--- config.mk ---
export PLATFORM = sky130hd
export DESIGN_NAME = cses_row_start_store
export DESIGN_NICKNAME = d
export VERILOG_FILES = /design/src/rtl/core/cses_pkg.sv /design/src/rtl/core/cses_row_start_store.sv
export SDC_FILE = /design/constraint.sdc
export NUM_CORES = 2
export LEC_CHECK = 0
export ABC_AREA = 0
export BUFFER_PORTS_ARGS = -buffer_cell sky130_fd_sc_hd__buf_2
export CAP_MARGIN = 10
export CELL_PAD_IN_SITES_DETAIL_PLACEMENT = 0
export CELL_PAD_IN_SITES_GLOBAL_PLACEMENT = 1
export CORE_AREA = 3 3 466 468
export DETAILED_ROUTE_END_ITERATION = 10
export DIE_AREA = 0 0 469 471
export GPL_TIMING_DRIVEN = 0
export PLACE_DENSITY_LB_ADDON = 0.1
export SLEW_MARGIN = 10
export SYNTH_ARGS = -nofsm -noshare
export SYNTH_HDL_FRONTEND = slang
export SYNTH_SLANG_ARGS = --single-unit
--- constraint.sdc ---
create_clock -name clk -period 2.8 [get_ports clk]
set_clock_uncertainty 0.2 [all_clocks]
set_input_delay 0.42 -clock clk [delete_from_list [all_inputs] [get_ports clk]]
set_output_delay 0.42 -clock clk [all_outputs]
set_load 0.1 [all_outputs]
--- src/rtl/core/cses_pkg.sv ---
package cses_pkg;

	// Sizes of the matrix and of the entry store.
	localparam int MAX_ROWS    = 256;
	localparam int MAX_COLS    = 256;
	localparam int MAX_ENTRIES = 1024;

	// Field widths of the channels.
	localparam int REG_W    = 9;
	localparam int COORD_W  = 10;
	localparam int VALUE_W  = 32;
	localparam int STATUS_W = 2;

	// Derived widths.
	localparam int COUNT_W  = $clog2(MAX_ENTRIES + 1);
	localparam int ENTRY_AW = (MAX_ENTRIES > 1) ? $clog2(MAX_ENTRIES) : 1;
	localparam int COL_W    = (MAX_COLS > 1) ? $clog2(MAX_COLS) : 1;
	localparam int RS_DEPTH = MAX_ROWS + 1;
	localparam int RS_AW    = $clog2(RS_DEPTH);
	localparam int BOUND_W  = 14;

	// Operation codes.
	localparam logic OP_READ  = 1'b0;
	localparam logic OP_WRITE = 1'b1;

	// Status codes.
	localparam logic [STATUS_W-1:0] ST_DONE  = 2'd0;
	localparam logic [STATUS_W-1:0] ST_RANGE = 2'd1;
	localparam logic [STATUS_W-1:0] ST_FULL  = 2'd2;

	// Configuration register indexes.
	localparam logic CFG_ROWS = 1'b0;
	localparam logic CFG_COLS = 1'b1;

	// One stored element.
	typedef struct packed {
		logic [VALUE_W-1:0] value;
		logic [COL_W-1:0]   column;
	} entry_t;

	// Write port of the entry store.
	typedef struct packed {
		logic                en;
		logic [ENTRY_AW-1:0] addr;
		entry_t              data;
	} entry_wr_t;

	// Write port of the row start store.
	typedef struct packed {
		logic               en;
		logic [RS_AW-1:0]   addr;
		logic [COUNT_W-1:0] data;
	} rs_wr_t;

endpackage

--- src/rtl/core/cses_row_start_store.sv ---
module cses_row_start_store
	import cses_pkg::*;
(
	input  logic               clk,
	input  logic [RS_AW-1:0]   rd_addr,
	output logic [COUNT_W-1:0] rd_data,
	input  rs_wr_t             wr
);

	logic [COUNT_W-1:0] mem_q [RS_DEPTH];
	logic [COUNT_W-1:0] rd_data_q;

	// One write and one registered read each cycle.
	always_ff @(posedge clk) begin
		if (wr.en) begin
			mem_q[wr.addr] <= wr.data;
		end
		rd_data_q <= mem_q[rd_addr];
	end

	assign rd_data = rd_data_q;

endmodule

==> impl_metrics.json <==
{
  "outcome": "finished, violations left",
  "violations": "max-capacitance violations, max-slew violations, negative setup slack",
  "p_seq_share_pct": 52.0,
  "final_cell_mix": "edfxtp_1 (2,827), mux4_2 (616), clkbuf_16 (320)",
  "p_int_uw": 70600,
  "yosys.cell_types.count": 38,
  "hold_end": "mem_q[119][0]",
  "fin_ws_ns": -0.259,
  "start_util_pct": 50.8,
  "worstSetupStartpoint": "wr[18]",
  "p_clk_share_pct": 42.5,
  "worstHoldStart": "wr[0]",
  "async_flop_share_pct": 0,
  "dieArea_um2": 221000,
  "cts_buffer_depth": 4,
  "ys_ff_latch": 2838,
  "cp_data_arrival_time_ns": 3.41,
  "syn_avg_cell_area_um2": 21.2,
  "portBuffers": 37,
  "rr_worst_depth": 5,
  "drt_iter0_drc": 5998,
  "cts.clk_slew.worst_paths_ns": 0.06,
  "ios": 42,
  "die_w_um": 469,
  "finalSetupViolations": 277,
  "yosysWarnings": 0,
  "cp-end-kind": "register",
  "area_growth_pct": 15.6,
  "synth_nets": 5165,
  "grt_pass1_vias": 54700,
  "gp_congestion": 0.913,
  "grt_max_degree": 127,
  "cp_max_fo": 11,
  "crit_path_start_kind": "primary input",
  "fin_nets": 5574,
  "switching_share_pct": 21.5,
  "grt_usage_pct": 28.0,
  "p_comb_share_pct": 5.5,
  "synth-edff-count": 2827,
  "tritoncts": "done",
  "max_freq_mhz": 327,
  "vias_per_cell": 6.32,
  "cap_violations": 1,
  "rrSetupSlack_ns": -0.09,
  "syn_area_um2": 109000,
  "p_leak_uw": 0.0387,
  "grt_setup_unrepaired": "yes",
  "ir_worst_vdd_mv": 0.734,
  "p_sw_uw": 19400,
  "finalCriticalPeriod_ns": 3.06,
  "clk_latency_ns": 0.95,
  "critPathRequiredTime_ns": 3.15,
  "grt-ovfl-total": 0,
  "vias": 54400,
  "top_layer_used": "met4",
  "num_rows": 170,
  "slew_viol_final": 11,
  "ys_seq_area_share_pct": 78.2,
  "firstDrtPassIters": 5,
  "met2_length_um": 149000,
  "drc": 0,
  "hold_violations": 0,
  "drt_wl_total_um": 308000,
  "cts-buffers-inserted": 311,
  "cts_max_level": 5,
  "cts_sinks": 2838,
  "whs_path_depth": 2,
  "dr_wl_met3_um": 23300,
  "wl_per_cell_um": 35.7,
  "drive_gt1_share_pct": 30.5,
  "p_per_area_nw_per_um2": 715,
  "root_buffer": "clkbuf_16",
  "tightest_slew_ns": 1.53,
  "final_common_cell": "edfxtp_1",
  "die_h_um": 471,
  "drtAntennaViolNets": 0,
  "dp_worst_setup_slack_ns": -3.00,
  "totalPowerFinal_uw": 89900,
  "synth_cells": 5134,
  "synth-main-ff-cell": "edfxtp_1",
  "hpwlAfterDp_um": 203000,
  "grt_pass1_wl_um": 428000,
  "min_period_over_period_pct": 109,
  "slew-limit-headroom_pct": -1.67,
  "hp-class": "in -> reg",
  "critPathKind": "in -> reg",
  "drt-met1-wl_um": 124000,
  "fin_util_pct": 58.8,
  "rr_endpoint": "rd_data[2]",
  "coreArea_um2": 214000,
  "r2r-start": "mem_q[254][2]",
  "grt_antenna_before_repair": 16
}
[state kept, by name, indices dropped and copies added (netlist names)]
signal,flops
mem_q,2827
rd_data,11
[cells by family after synthesis]
kind of cell / share of synthesized area [%]
flops: 78.2
simple gates: 2.48
mux: 14.7
buf+inv: 1.28
compound gates: 3.31
[cell type report]
type	instances	area, um2
flip-flops and latches	2838	85100
clock inverters	124	942
clock buffers	405	8360
well taps	2838	3550
diodes	8	20.0
repair buffers	99	1310
plain buffers	306	2260
multi-input cells	1984	24200
inverters	3	11.3
fillers	15800	88200
[power groups by stage]
| stage | Combinational, uW | Clock [uW] | Sequential (uW) |
|---|---|---|---|
| finish | 4970 | 38200 | 46800 |
| global route | 5160 | 40400 | 46800 |
| CTS | 4920 | 38700 | 46800 |
| detailed placement | 4600 | 0 | 47700 |
| global placement | 4410 | 0 | 47900 |
| floorplan | 2080 | 0 | 47800 |
[Yosys cell counts, drive strengths merged (67+ instances only)]
cell       n  area share, %
a21oi    121           0.56
clkbuf   180           0.62
mux4     616             13
mux2      88           0.91
o22ai     88           0.51
nand2    185           0.64
a22oi    198            1.4
nor2     308            1.1
nor3      67           0.31
mux2i    110            1.0
buf      129           0.65
edfxtp  2827             78
[repair_timing]
action	in CTS	in global routing
gates resized for setup	538	234
endpoints found under the setup margin	1676	1692
pin swaps	51	60
hold buffers	15	0
setup buffers	0	16
hold endpoints to repair	928	0
[layer usage]
metal / GRT usage (%) / vias up
li1: - / 22300
met1: 40.1 / 29300
met2: 44.4 / 2300
met3: 4.83 / 474
met4: 9.16 / 0
met5: 0 / -
[through the flow]
step | hold WS [ns] | instance area [um2] | cells | TNS, ns
global placement | 0.386 | 113000 | 8009 | -
global route | 0.106 | 126000 | 8602 | -25.63
finish | 0.132 | 126000 | 8605 | -22.97
floorplan | 0.239 | 109000 | 5134 | 0
detailed placement | 0.390 | 113000 | 8039 | -3326.32
CTS | 0.0572 | 125000 | 8582 | -169.33
[worst max-delay path by stage]
stage | cells past startpoint | to | slack, ns
floorplan | 10 | rd_data[1] | 0.0009
global placement | 10 | rd_data[9] | -3.60
detailed placement | 10 | rd_data[4] | -3.00
CTS | 5 | mem_q[82][5] | -0.31
global route | 5 | mem_q[98][9] | -0.30
finish | 5 | mem_q[54][6] | -0.26
[critical path: stages]
cell	delay [ns]
buf_2	0.14
nor3_1	0.47
nand3_1	0.74
buf_1	0.79
nor2_2	0.84
Note: power is estimated with default switching activity, not from simulation.
